**config.mk**
```make
export PLATFORM = sky130hd
export DESIGN_NAME = sphp_front
export DESIGN_NICKNAME = d
export VERILOG_FILES = /design/src/sphp_pkg.sv /design/src/sphp_front.sv
export SDC_FILE = /design/constraint.sdc
export NUM_CORES = 1
export LEC_CHECK = 0
export ABC_AREA = 1
export BUFFER_PORTS_ARGS = -buffer_cell sky130_fd_sc_hd__buf_2
export CAP_MARGIN = 20
export CORE_MARGIN = 1
export CORE_UTILIZATION = 55
export CTS_BUF_LIST = sky130_fd_sc_hd__clkbuf_2 sky130_fd_sc_hd__clkbuf_4 sky130_fd_sc_hd__clkbuf_8
export CTS_CLUSTER_SIZE = 10
export DETAILED_ROUTE_END_ITERATION = 7
export PLACE_DENSITY = 0.8
export SLEW_MARGIN = 5
export SYNTH_ARGS = -nofsm -noshare
export SYNTH_HDL_FRONTEND = slang
export SYNTH_SLANG_ARGS = --single-unit
```
**constraint.sdc**
```tcl
create_clock -name i_clk -period 5.2 [get_ports i_clk]
set_input_delay 1.04 -clock i_clk [delete_from_list [all_inputs] [get_ports i_clk]]
set_output_delay 1.04 -clock i_clk [all_outputs]
set_load 0.02 [all_outputs]
```
**src/sphp_pkg.sv**
```systemverilog
// Package for the 1024-bit sponge hash: shared types, round constants and the round function.
// Used by sphp_front, sphp_back and the top level; depends on nothing else.
`default_nettype none

package sphp_pkg;

    localparam int LANES       = 16;
    localparam int RATE_LANES  = 8;
    localparam int MAX_ROUNDS  = 30;
    localparam int QUEUE_DEPTH = 2;
    localparam int ROUND_IDX_W = 5;

    localparam logic [7:0] PAD_BYTE      = 8'h80;
    localparam logic [7:0] END_BYTE      = 8'h1F;
    localparam logic [5:0] LAST_BYTE_POS = 6'd63;
    localparam logic [2:0] LAST_WORD_POS = 3'd7;
    localparam logic [1:0] LAST_DIGEST   = 2'd3;
    localparam logic [3:0] FULL_BYTES    = 4'd8;
    localparam logic [ROUND_IDX_W-1:0] CFG_ROUND = 5'd15;

    typedef logic [63:0] t_lane;
    typedef logic [LANES-1:0][63:0] t_lanes;

    // One classified message word as it waits between the front and the back.
    typedef struct packed {
        logic [63:0] word;      // already masked to its valid bytes
        logic        full;      // counts as eight bytes and advances the word position
        logic        last;      // closes the message
        logic [2:0]  part_cnt;  // valid bytes of a short final word
    } t_item;

    localparam logic [63:0] RC_TABLE [MAX_ROUNDS] = '{
        64'h1B9D7B6A7F8E2D1C, 64'h11C2F1E8B4A37095, 64'hA47F9C3D2E1B5F68, 64'h73E8D9C4B5A29107,
        64'h5F2A8B6C7D3E4F19, 64'h4B6D8E2F1A3C5D70, 64'h39F1A2B3C4D5E6F7, 64'h28C4D5E6F7A8B9C0,
        64'h17F3E4D5C6B7A890, 64'h06A1B2C3D4E5F678, 64'h95F0E1D2C3B4A567, 64'h84D3C2B1A0987654,
        64'h73B2A19088776655, 64'h62A1908877665544, 64'h5190877665544332, 64'h0000000000000000,
        64'h3F87665544332211, 64'h2E76554433221100, 64'h1D654433221100FF, 64'h0C5433221100FFEE,
        64'hFB43221100FFEEDD, 64'hEA321100FFEEDDCC, 64'hD92100FFEEDDCCBB, 64'hC810FFEEDDCCBBAA,
        64'hB7FFEEDDCCBBAA99, 64'hA6EEDDCCBBAA9988, 64'h95DDCCBBAA998877, 64'h84CCBBAA99887766,
        64'h73BBAA9988776655, 64'h62AA998877665544
    };

    // Rotate left; a rotation by zero returns the lane unchanged.
    function automatic t_lane rotl(input t_lane x, input logic [5:0] n);
        logic [127:0] d;
        d = {x, x} << n;
        return d[127:64];
    endfunction

    function automatic t_lane round_constant(input logic [ROUND_IDX_W-1:0] r,
                                             input t_lane rc15);
        t_lane rc;
        if (r == CFG_ROUND) begin
            rc = rc15;
        end else if (int'(r) < MAX_ROUNDS) begin
            rc = RC_TABLE[r];
        end else begin
            rc = '0;
        end
        return rc;
    endfunction

    // One full round: column mix, lane permutation with rotation, chi, round constant.
    function automatic t_lanes permute_round(input t_lanes s, input logic [ROUND_IDX_W-1:0] r,
                                             input t_lane rc);
        logic [3:0][63:0] col;
        t_lane            t;
        t_lanes           mixed;
        t_lanes           moved;
        t_lanes           o;
        logic [3:0]       off;
        logic [3:0]       src;
        logic [5:0]       amt;
        t_lane            a;
        t_lane            b;
        t_lane            c;
        t_lane            d;
        for (int g = 0; g < 4; g++) begin
            col[g] = s[4*g] ^ s[4*g+1] ^ s[4*g+2] ^ s[4*g+3];
        end
        t = col[0] ^ rotl(col[2], 6'd1);
        for (int g = 0; g < 4; g++) begin
            for (int j = 0; j < 4; j++) begin
                mixed[4*g+j] = s[4*g+j] ^ t ^ rotl(col[(g+j+1) & 3], 6'd1);
            end
        end
        off = 4'(r * 4'd7);
        for (int i = 0; i < LANES; i++) begin
            src      = 4'(i) + off + 4'(i >> 2);
            amt      = 6'(i * 11) + 6'(r);
            moved[i] = rotl(mixed[src], amt);
        end
        for (int g = 0; g < 4; g++) begin
            a = moved[4*g];
            b = moved[4*g+1];
            c = moved[4*g+2];
            d = moved[4*g+3];
            o[4*g]   = a ^ (~b & c) ^ rotl(a, 6'd7);
            o[4*g+1] = b ^ (~c & d) ^ rotl(b, 6'd11);
            o[4*g+2] = c ^ (~d & a) ^ rotl(c, 6'd19);
            o[4*g+3] = d ^ (~a & b) ^ rotl(d, 6'd31);
        end
        o[0] = o[0] ^ rc;
        return o;
    endfunction

endpackage

`default_nettype wire

```
**src/sphp_front.sv**
```systemverilog
// Front end of the sponge hash: takes message words, masks short final words and queues them.
// Depends on sphp_pkg.
`default_nettype none

module sphp_front (
    input  wire logic           i_clk,
    input  wire logic           i_rst_n,
    input  wire logic           s_tvalid,
    output logic                s_tready,
    input  wire logic [71:0]    s_tdata,   // [63:0] data_word, [67:64] byte_count, [71:68] zero
    input  wire logic           s_tlast,
    output logic                o_item_valid,
    input  wire logic           i_item_ready,
    output sphp_pkg::t_item     o_item
);

    localparam int AW = (sphp_pkg::QUEUE_DEPTH > 1) ? $clog2(sphp_pkg::QUEUE_DEPTH) : 1;

    sphp_pkg::t_item r_q [sphp_pkg::QUEUE_DEPTH];
    logic [AW-1:0]   r_wp;
    logic [AW-1:0]   r_rp;
    logic [AW:0]     r_cnt;
    sphp_pkg::t_item n_item;
    logic            push;
    logic            pop;
    logic [3:0]      cnt;

    // A word counts as full unless it is a final word with fewer than eight bytes.
    always_comb begin
        cnt           = s_tdata[67:64];
        n_item.last   = s_tlast;
        n_item.full   = !s_tlast || cnt[3];
        n_item.part_cnt = n_item.full ? 3'd0 : cnt[2:0];
        for (int b = 0; b < 8; b++) begin
            n_item.word[8*b +: 8] = (n_item.full || (3'(b) < cnt[2:0])) ?
                                    s_tdata[8*b +: 8] : 8'h00;
        end
    end

    assign s_tready     = (r_cnt != (AW+1)'(sphp_pkg::QUEUE_DEPTH));
    assign o_item_valid = (r_cnt != '0);
    assign o_item       = r_q[r_rp];
    assign push         = s_tvalid && s_tready;
    assign pop          = o_item_valid && i_item_ready;

    always_ff @(posedge i_clk) begin
        if (push) begin
            r_q[r_wp] <= n_item;
        end
        if (!i_rst_n) begin
            r_wp  <= '0;
            r_rp  <= '0;
            r_cnt <= '0;
        end else begin
            if (push) begin
                r_wp <= r_wp + 1'b1;
            end
            if (pop) begin
                r_rp <= r_rp + 1'b1;
            end
            if (push && !pop) begin
                r_cnt <= r_cnt + 1'b1;
            end else if (pop && !push) begin
                r_cnt <= r_cnt - 1'b1;
            end
        end
    end

endmodule

`default_nettype wire

```
==> run summary, run 1 <==
clock transition at the registers of the reported paths -> 0.07 ns
buffers inserted by post-CTS timing repair -> 0
family of cells with the greatest summed delay on the critical path -> flip-flops
synthesized cell area -> 5820 sq um
hold_buf cts -> 0
port buffer count -> 143
number of vias after detailed routing -> 3357
drt wl/cell -> 14.3 microns
crit share post-route -> 0.588
post-detailed-route via-to-cell ratio -> 4.75
Row Count -> 37
layout overhead on the synthesized area -> 21.3%
number of clock sinks -> 143
fraction of final layout cells with drive strength greater than 1 -> 0.447
die extent in y -> 105 microns
number of buffers between clock root and the deepest sink -> 2
count of pins on the block boundary -> 148
number of fillers in the final layout -> 787
kind of start point of the critical path -> flip-flop
number of DRC markers after the initial detailed-route iteration -> 176
Inserted Clock Buffers -> 17
ANT cells -> 0
first-pass iteration count of the detailed router -> 4
final-report hold violation count -> 0
number of nets with antenna violations after detailed routing -> 0
Final Max Slew Viols -> 0
non-filler cells in the finished layout -> 706
warning count from the yosys run -> 0
Required @ worst endpoint -> 4.16 ns
deepest level of the CTS H-tree -> 4
Post-synth top cells -> 138 x sky130_fd_sc_hd__edfxtp_1, 76 x sky130_fd_sc_hd__inv_1, 69 x sky130_fd_sc_hd__mux2_2
initial core utilization -> 0.567
top_reg_cell synth -> sky130_fd_sc_hd__edfxtp_1
Highest Clock Rate -> 327 MHz
Power Density -> 451 nW/um^2
relative slew slack -> 0.364
clock skew -> 0.00693 ns
total global routing track utilization -> 0.195
most repeated cell in the gate-level netlist after synthesis -> sky130_fd_sc_hd__edfxtp_1
proportion of register bits with asynchronous set or reset after synthesis -> 0
cell-by-cell trace of the critical path -> mux2_2 > buf_2
origin of the worst min-delay path -> r_rp
result of the run -> finished clean
latest clock arrival within the worst-skew pair -> 0.42 ns
total length of routed wires -> 10.1 mm
cell taking the most area after synthesis -> sky130_fd_sc_hd__edfxtp_1
final sum of negative setup slack -> 0 ns
post-synthesis average cell area -> 14.5 sq um
flops & latches, synth -> 143
final period demand of the worst path -> 3.06 ns
number of flops mapped to enable cells by yosys -> 138
slowest cell delay on critical path -> 0.97 ns
critical path fanouts, max -> 69
total power draw -> 0.00318 W
total half-perimeter wirelength after legalization and detailed placement -> 6.62 mm
synthesized instance count -> 401
Yosys cell types -> 18
Std-Cell Core Area -> 10300 sq um
portion of synthesized cell area occupied by the leading cell type -> 0.712
worst slew pin tran -> 0.951 ns
critical path data arrival time -> 2.02 ns
maximum number of pins on one net before global-route repair -> 70
via count of the first global-routing pass -> 3468
total congestion overflow -> 0
Horiz. Die Dim -> 105 microns
quantity of gates resized following cts -> 0
CP max stage cell -> sky130_fd_sc_hd__dfxtp_4
buffers and inverters on the worst path -> 1
sequential share of the synthesized area -> 0.729
RSZ-0062 raised after global routing -> no
last weighted congestion value of the routability-driven placer -> 0.724
number of instances in the placed design -> 675
Max Cap Violations -> 0
Root Buffer -> sky130_fd_sc_hd__clkbuf_8
ranking of synthesized cells by area -> sky130_fd_sc_hd__edfxtp_1 71%, sky130_fd_sc_hd__mux2_2 13%, sky130_fd_sc_hd__inv_1 4.9%, sky130_fd_sc_hd__nor2_1 4.4%, sky130_fd_sc_hd__dfxtp_1 1.7%
initial antenna violation count -> 0
startpoint of the lowest-slack register-to-register path -> r_cnt[0]
kind of path behind the tightest hold check -> reg2reg
number of nets in the final layout -> 636
maximum ir drop on the vdd rail -> 0.348 mV
CTS tree -> built
number of design rule violations left after detail routing -> 0
die area -> 11000 sq um
Leakage -> 2.99 nW
capturing element type of the critical path -> primary output
Final setup viols -> 0
global-route wire length before repair -> 16.0 mm
Syn Nets -> 479
Worst Setup Path Type -> reg2out
## tightest hold or removal path, cell delays in order, from the launching register on
cell and delay (ns):
sky130_fd_sc_hd__dfxtp_1 0.35, sky130_fd_sc_hd__nor2_1 0.07, sky130_fd_sc_hd__nor2_1 0.09
## state kept, by name, summed over array words and instances, names as in the netlist, named ones only
signal	cells
r_q	138
r_wp	1
r_cnt	2
r_rp	1
## logic make-up (layout without fill, tap and decap cells)
family | count (synthesis) | after routing | synth area share
compound gates | 7 | 7 | 0.0103
fa+ha+maj | 1 | 1 | 0.00215
buf+inv | 88 | 257 | 0.0619
flops | 143 | 143 | 0.729
mux | 69 | 69 | 0.133
simple gates | 93 | 93 | 0.0634
## area by class of cell
cell class,instances,area [sq um],area share
clock buffers,18,241,0.0342
clock inverters,13,124,0.0175
inverters,78,293,0.0415
multi-input cells,170,1230,0.175
flip-flops and latches,143,4250,0.601
well taps,136,170,0.0241
repair buffers,148,753,0.107
## per-layer routing
layer | share of wire | global-route usage | wire, microns
met5 | 0 | 0 | 0
met4 | 0.0068 | 0.0744 | 69
met3 | 0.065 | 0.0692 | 661
met2 | 0.53 | 0.338 | 5410
met1 | 0.39 | 0.221 | 3980
## per-stage QoR
| stage | hold WS [ns] | utilization | worst slack [ns] | area (sq um) |
|---|---|---|---|---|
| 6_report | 0.550 | 0.687 | 2.14 | 7060 |
| 5_1_grt | 0.569 | 0.687 | 2.02 | 7060 |
| 4_1_cts | 0.543 | 0.687 | 2.09 | 7060 |
| 3_5_place_dp | 0.510 | 0.652 | 2.20 | 6700 |
| 3_3_place_gp | 0.478 | 0.652 | 2.23 | 6700 |
| 2_1_floorplan | 0.467 | - | 0.683 | 5820 |
## final timing paths
path	end	slack, ns	cells after the start
max	o_item[61]	2.14	2
min	r_rp	0.55	2
max reg2reg	r_q[1][40]	2.86	5
min reg2reg	r_rp	0.55	2
## layout by cell type, fill, tap and decap left out, types with 2 or more instances in the layout
| master | netlist | routed |
|---|---|---|
| sky130_fd_sc_hd__buf_2 | 6 | 143 |
| sky130_fd_sc_hd__edfxtp_1 | 138 | 138 |
| sky130_fd_sc_hd__inv_1 | 76 | 76 |
| sky130_fd_sc_hd__mux2_2 | 69 | 69 |
| sky130_fd_sc_hd__nor2_1 | 68 | 66 |
| sky130_fd_sc_hd__nand2_1 | 20 | 20 |
| sky130_fd_sc_hd__clkbuf_8 | 0 | 17 |
| sky130_fd_sc_hd__clkinv_2 | 0 | 5 |
| sky130_fd_sc_hd__buf_4 | 2 | 5 |
| sky130_fd_sc_hd__nor2_4 | 2 | 4 |
| sky130_fd_sc_hd__dfxtp_1 | 5 | 4 |
| sky130_fd_sc_hd__clkinvlp_4 | 0 | 3 |
| sky130_fd_sc_hd__inv_2 | 2 | 2 |
| sky130_fd_sc_hd__nand3_1 | 2 | 2 |
| sky130_fd_sc_hd__a21oi_1 | 2 | 2 |
| sky130_fd_sc_hd__a21oi_4 | 2 | 2 |
| sky130_fd_sc_hd__o21ai_0 | 2 | 2 |
| sky130_fd_sc_hd__bufinv_16 | 0 | 2 |
| sky130_fd_sc_hd__clkinv_1 | 0 | 2 |
## power breakdown
group	internal [W]	leakage (nW)	switching (W)
clock	0.000421	0.182	0.000385
combinational	0.000329	1.47	0.000485
sequential	0.00147	1.34	0.0000982
(Power assumes the default switching activity.)
==> inputs of run 2 (changes only) <==
ABC_AREA = 0   (was 1)
CORE_UTILIZATION = 49   (was 55)
PLACE_DENSITY = 0.76   (was 0.8)
clock period = 2.65 ns   (was 5.2 ns; I/O delays follow)
==> run 2 against run 1 <==
Net effect: non-clock buffer count grew 2; critical path type unchanged; clock skew rose by 0.0058 ns; largest cell class unchanged; critical path depth increased by 1; highest routed layer unchanged.
==> run summary, run 2 <==
result of the run -> finished clean
quantity of gates resized following cts -> 0 (unchanged)
capturing element type of the critical path -> primary output
cell-by-cell trace of the critical path -> buf_4 > mux2_2 > buf_2
first-pass iteration count of the detailed router -> 4 (unchanged)
synthesized instance count -> 320 (-20%)
fraction of final layout cells with drive strength greater than 1 -> 0.524 (+0.0769)
number of DRC markers after the initial detailed-route iteration -> 116 (-34%)
area occupied by multi-input gates -> 1440 sq um (+17%)
total global routing track utilization -> 0.184 (-0.0113)
die extent in y -> 110 microns (+5.1%)
Power Density -> 942 nW/um^2 (+110%)
cell taking the most area after synthesis -> sky130_fd_sc_hd__edfxtp_1
number of nets with antenna violations after detailed routing -> 0 (unchanged)
relative slew slack -> 0.625 (+0.260)
deepest level of the CTS H-tree -> 4 (unchanged)
worst min-delay path endpoint -> r_q[1][3]
number of instances in the placed design -> 605 (-10%)
multiplexer share of the synthesized area -> 0.135 (+0.00201)
die area -> 12100 sq um (+10%)
non-filler cells in the finished layout -> 638 (-9.6%)
critical path fanouts, max -> 30 (-57%)
worst slew pin tran -> 0.562 ns (-0.389 ns)
initial antenna violation count -> 1 (+1)
Inserted Clock Buffers -> 17 (unchanged)
Row Count -> 39 (+5.4%)
drt wl/cell -> 16.6 microns (+16%)
main combinational cell family by area after synthesis -> multiplexers
Highest Clock Rate -> 415 MHz
flops & latches, synth -> 143 (unchanged)
global-route wire length before repair -> 16.0 mm (+0.52%)
total congestion overflow -> 0 (unchanged)
met2 layer wire length in the routed design -> 5.38 mm (-0.52%)
RSZ-0062 raised after global routing -> no
fraction of the mapped netlist area in simple logic gates -> 0.101 (+0.0378)
reg2reg end -> r_q[1][59]
largest registers ranked by flip-flop count -> r_q x138, r_cnt x2
Top Metal Used -> met4
total half-perimeter wirelength after legalization and detailed placement -> 6.97 mm (+5.4%)
clock skew -> 0.0127 ns (+0.00579 ns)
crit share post-route -> 0.909
final sum of negative setup slack -> 0 ns (unchanged)
ranking of synthesized cells by area -> sky130_fd_sc_hd__edfxtp_1 72%, sky130_fd_sc_hd__mux2_2 14%, sky130_fd_sc_hd__and2_1 6.0%, sky130_fd_sc_hd__dfxtp_1 1.7%, sky130_fd_sc_hd__and2b_1 1.0%
Required @ worst endpoint -> 2.12 ns (-2.04 ns)
Yosys cell types -> 30 (+12)
number of cell instances on the worst register-to-register path -> 3 (-2)
via count of the first global-routing pass -> 3306 (-4.7%)
slowest cell delay on critical path -> 0.63 ns (-0.34 ns)
number of buffers between clock root and the deepest sink -> 2 (unchanged)
family of cells with the greatest summed delay on the critical path -> flip-flops
startpoint of the lowest-slack register-to-register path -> r_cnt[0]
origin of the worst min-delay path -> s_tlast
register name with the most flops -> r_q
hold_buf cts -> 0 (unchanged)
portion of synthesized cell area occupied by the leading cell type -> 0.722 (+0.0107)
critical path data arrival time -> 1.88 ns (-0.14 ns)
initial core utilization -> 0.502 (-0.0642)
maximum ir drop on the vdd rail -> 0.735 mV (+110%)
highest-count cells in the layout ignoring fill and taps -> 143 x sky130_fd_sc_hd__buf_2, 138 x sky130_fd_sc_hd__edfxtp_1, 69 x sky130_fd_sc_hd__mux2_2
complex-gate fraction of the synthesized area -> 0.00698 (-0.00333)
FF+latch area -> 4250 sq um (unchanged)
latest clock arrival within the worst-skew pair -> 0.43 ns (about the same)
Leakage -> 2.71 nW (-9.2%)
maximum number of pins on one net before global-route repair -> 37 (-47%)
buffers inserted by post-CTS timing repair -> 0 (unchanged)
layout overhead on the synthesized area -> 24.4%
clock transition at the registers of the reported paths -> 0.08 ns (about the same)
synthesized-area fraction occupied by xor and xnor cells -> 0.00458 (+0.00458)
CP max stage cell -> sky130_fd_sc_hd__dfxtp_4
number of fillers in the final layout -> 898 (+14%)
most repeated cell in the gate-level netlist after synthesis -> sky130_fd_sc_hd__edfxtp_1
most common cell after layout, fill and taps aside -> sky130_fd_sc_hd__buf_2
warning count from the yosys run -> 0 (unchanged)
final-report hold violation count -> 0 (unchanged)
number of design rule violations left after detail routing -> 0 (unchanged)
buffers and inverters on the worst path -> 2 (+1)
synthesized cell area -> 5740 sq um (-1.5%)
top_reg_cell synth -> sky130_fd_sc_hd__edfxtp_1
total length of routed wires -> 10.6 mm (+4.4%)
post-detailed-route via-to-cell ratio -> 5.01 (+5.3%)
number of vias after detailed routing -> 3195 (-4.8%)
Root Buffer -> sky130_fd_sc_hd__clkbuf_8
kind of start point of the critical path -> flip-flop
flip-flop count of the largest register, all copies and words added -> 138 (unchanged)
count of pins on the block boundary -> 148 (unchanged)
kind of path behind the tightest hold check -> in2reg
synthesized-area fraction occupied by adder cells -> 0.00218 (+0.0000323)
Post-synth top cells -> 138 x sky130_fd_sc_hd__edfxtp_1, 69 x sky130_fd_sc_hd__mux2_2, 55 x sky130_fd_sc_hd__and2_1
final period demand of the worst path -> 2.41 ns
Std-Cell Core Area -> 11400 sq um (+11%)
Worst Setup Path Type -> reg2out
Horiz. Die Dim -> 110 microns (+5.1%)
routed metal-1 wire length -> 4.41 mm (+11%)
Syn Nets -> 398 (-17%)
post-synthesis average cell area -> 17.9 sq um (+23%)
setup slack of the most critical reg-to-reg path -> 0.81 ns (-2.05 ns)
Max Cap Violations -> 0 (unchanged)
number of clock sinks -> 143 (unchanged)
last weighted congestion value of the routability-driven placer -> 0.722 (-0.32%)
number of nets in the final layout -> 559 (-12%)
port buffer count -> 143 (unchanged)
CTS tree -> built
sum of met3 wire segment lengths after detailed routing -> 672 microns (+1.7%)
number of flops mapped to enable cells by yosys -> 138 (unchanged)
sequential share of the synthesized area -> 0.740 (+0.0110)
Worst Hold Depth -> 1 (-1)
Final setup viols -> 0 (unchanged)
proportion of register bits with asynchronous set or reset after synthesis -> 0 (unchanged)
Final Max Slew Viols -> 0 (unchanged)
==> run 2: cell count changes in the layout (fill, tap and decap cells not counted), moves of 8 or more <==
cell                      previous run  this run
sky130_fd_sc_hd__and2_1              0        55
sky130_fd_sc_hd__and2b_1             0         8
sky130_fd_sc_hd__inv_1              76         0
sky130_fd_sc_hd__nand2_1            20         5
sky130_fd_sc_hd__nor2_1             66         1
sky130_fd_sc_hd__nor2b_1             0         8
==> run 2: where the power goes <==
part	switching, W	internal [W]
Clock	0.000781	0.00113
Combinational	0.00104	0.000787
Sequential	0.000144	0.00284
==> run 2: cell type report <==
type / count / share of cell area
tap: 143 / 0.0251
inverter: 2 / 0.00105
timing repair buffer: 150 / 0.115
antenna: 1 / 0.000351
sequential: 143 / 0.595
multi-input combinational: 167 / 0.202
clock buffer: 19 / 0.0349
clock inverter: 13 / 0.0272
==> run 2: routing by layer <==
metal | track usage | up-vias
met5 | 0 | -
li1 | - | 1520
met3 | 0.0629 | 8
met4 | 0.0667 | 0
met1 | 0.220 | 1557
met2 | 0.308 | 110
==> run 2: cell families (layout without fill, tap and decap cells) <==
logic type | after synthesis | in the layout
AOI/OAI and AO/OA | 6 | 6
xor gates and xnor gates | 3 | 3
adders and majority gates | 1 | 1
buffers and inverters | 10 | 184
DFF | 143 | 143
muxes | 69 | 69
other | 0 | 1
and+or+nand+nor | 88 | 88
==> run 2: through the flow <==
step | setup WS, ns | power [W] | util | hold slack [ns] | cell area (sq um)
finish | 0.241 | 0.00672 | 0.625 | 0.323 | 7140
detailed placement | 0.683 | 0.00488 | 0.586 | 0.525 | 6690
global placement | 0.690 | 0.00484 | 0.586 | 0.504 | 6690
floorplan | 0.0651 | 0.00426 | - | 0.486 | 5740
CTS | 0.192 | 0.00679 | 0.625 | 0.291 | 7140
global route | 0.115 | 0.00703 | 0.625 | 0.287 | 7140
==> run 2: worst max path at each step <==
stage / to / startpoint / cells past startpoint / slack (ns)
floorplan: r_q[0][0] / r_cnt[0] / 3 / 0.07
global route: o_item[63] / flip-flop / 3 / 0.11
global placement: o_item[53] / flip-flop / 3 / 0.69
CTS: o_item[63] / flip-flop / 3 / 0.19
finish: o_item[63] / flip-flop / 3 / 0.24
detailed placement: o_item[63] / flip-flop / 3 / 0.68
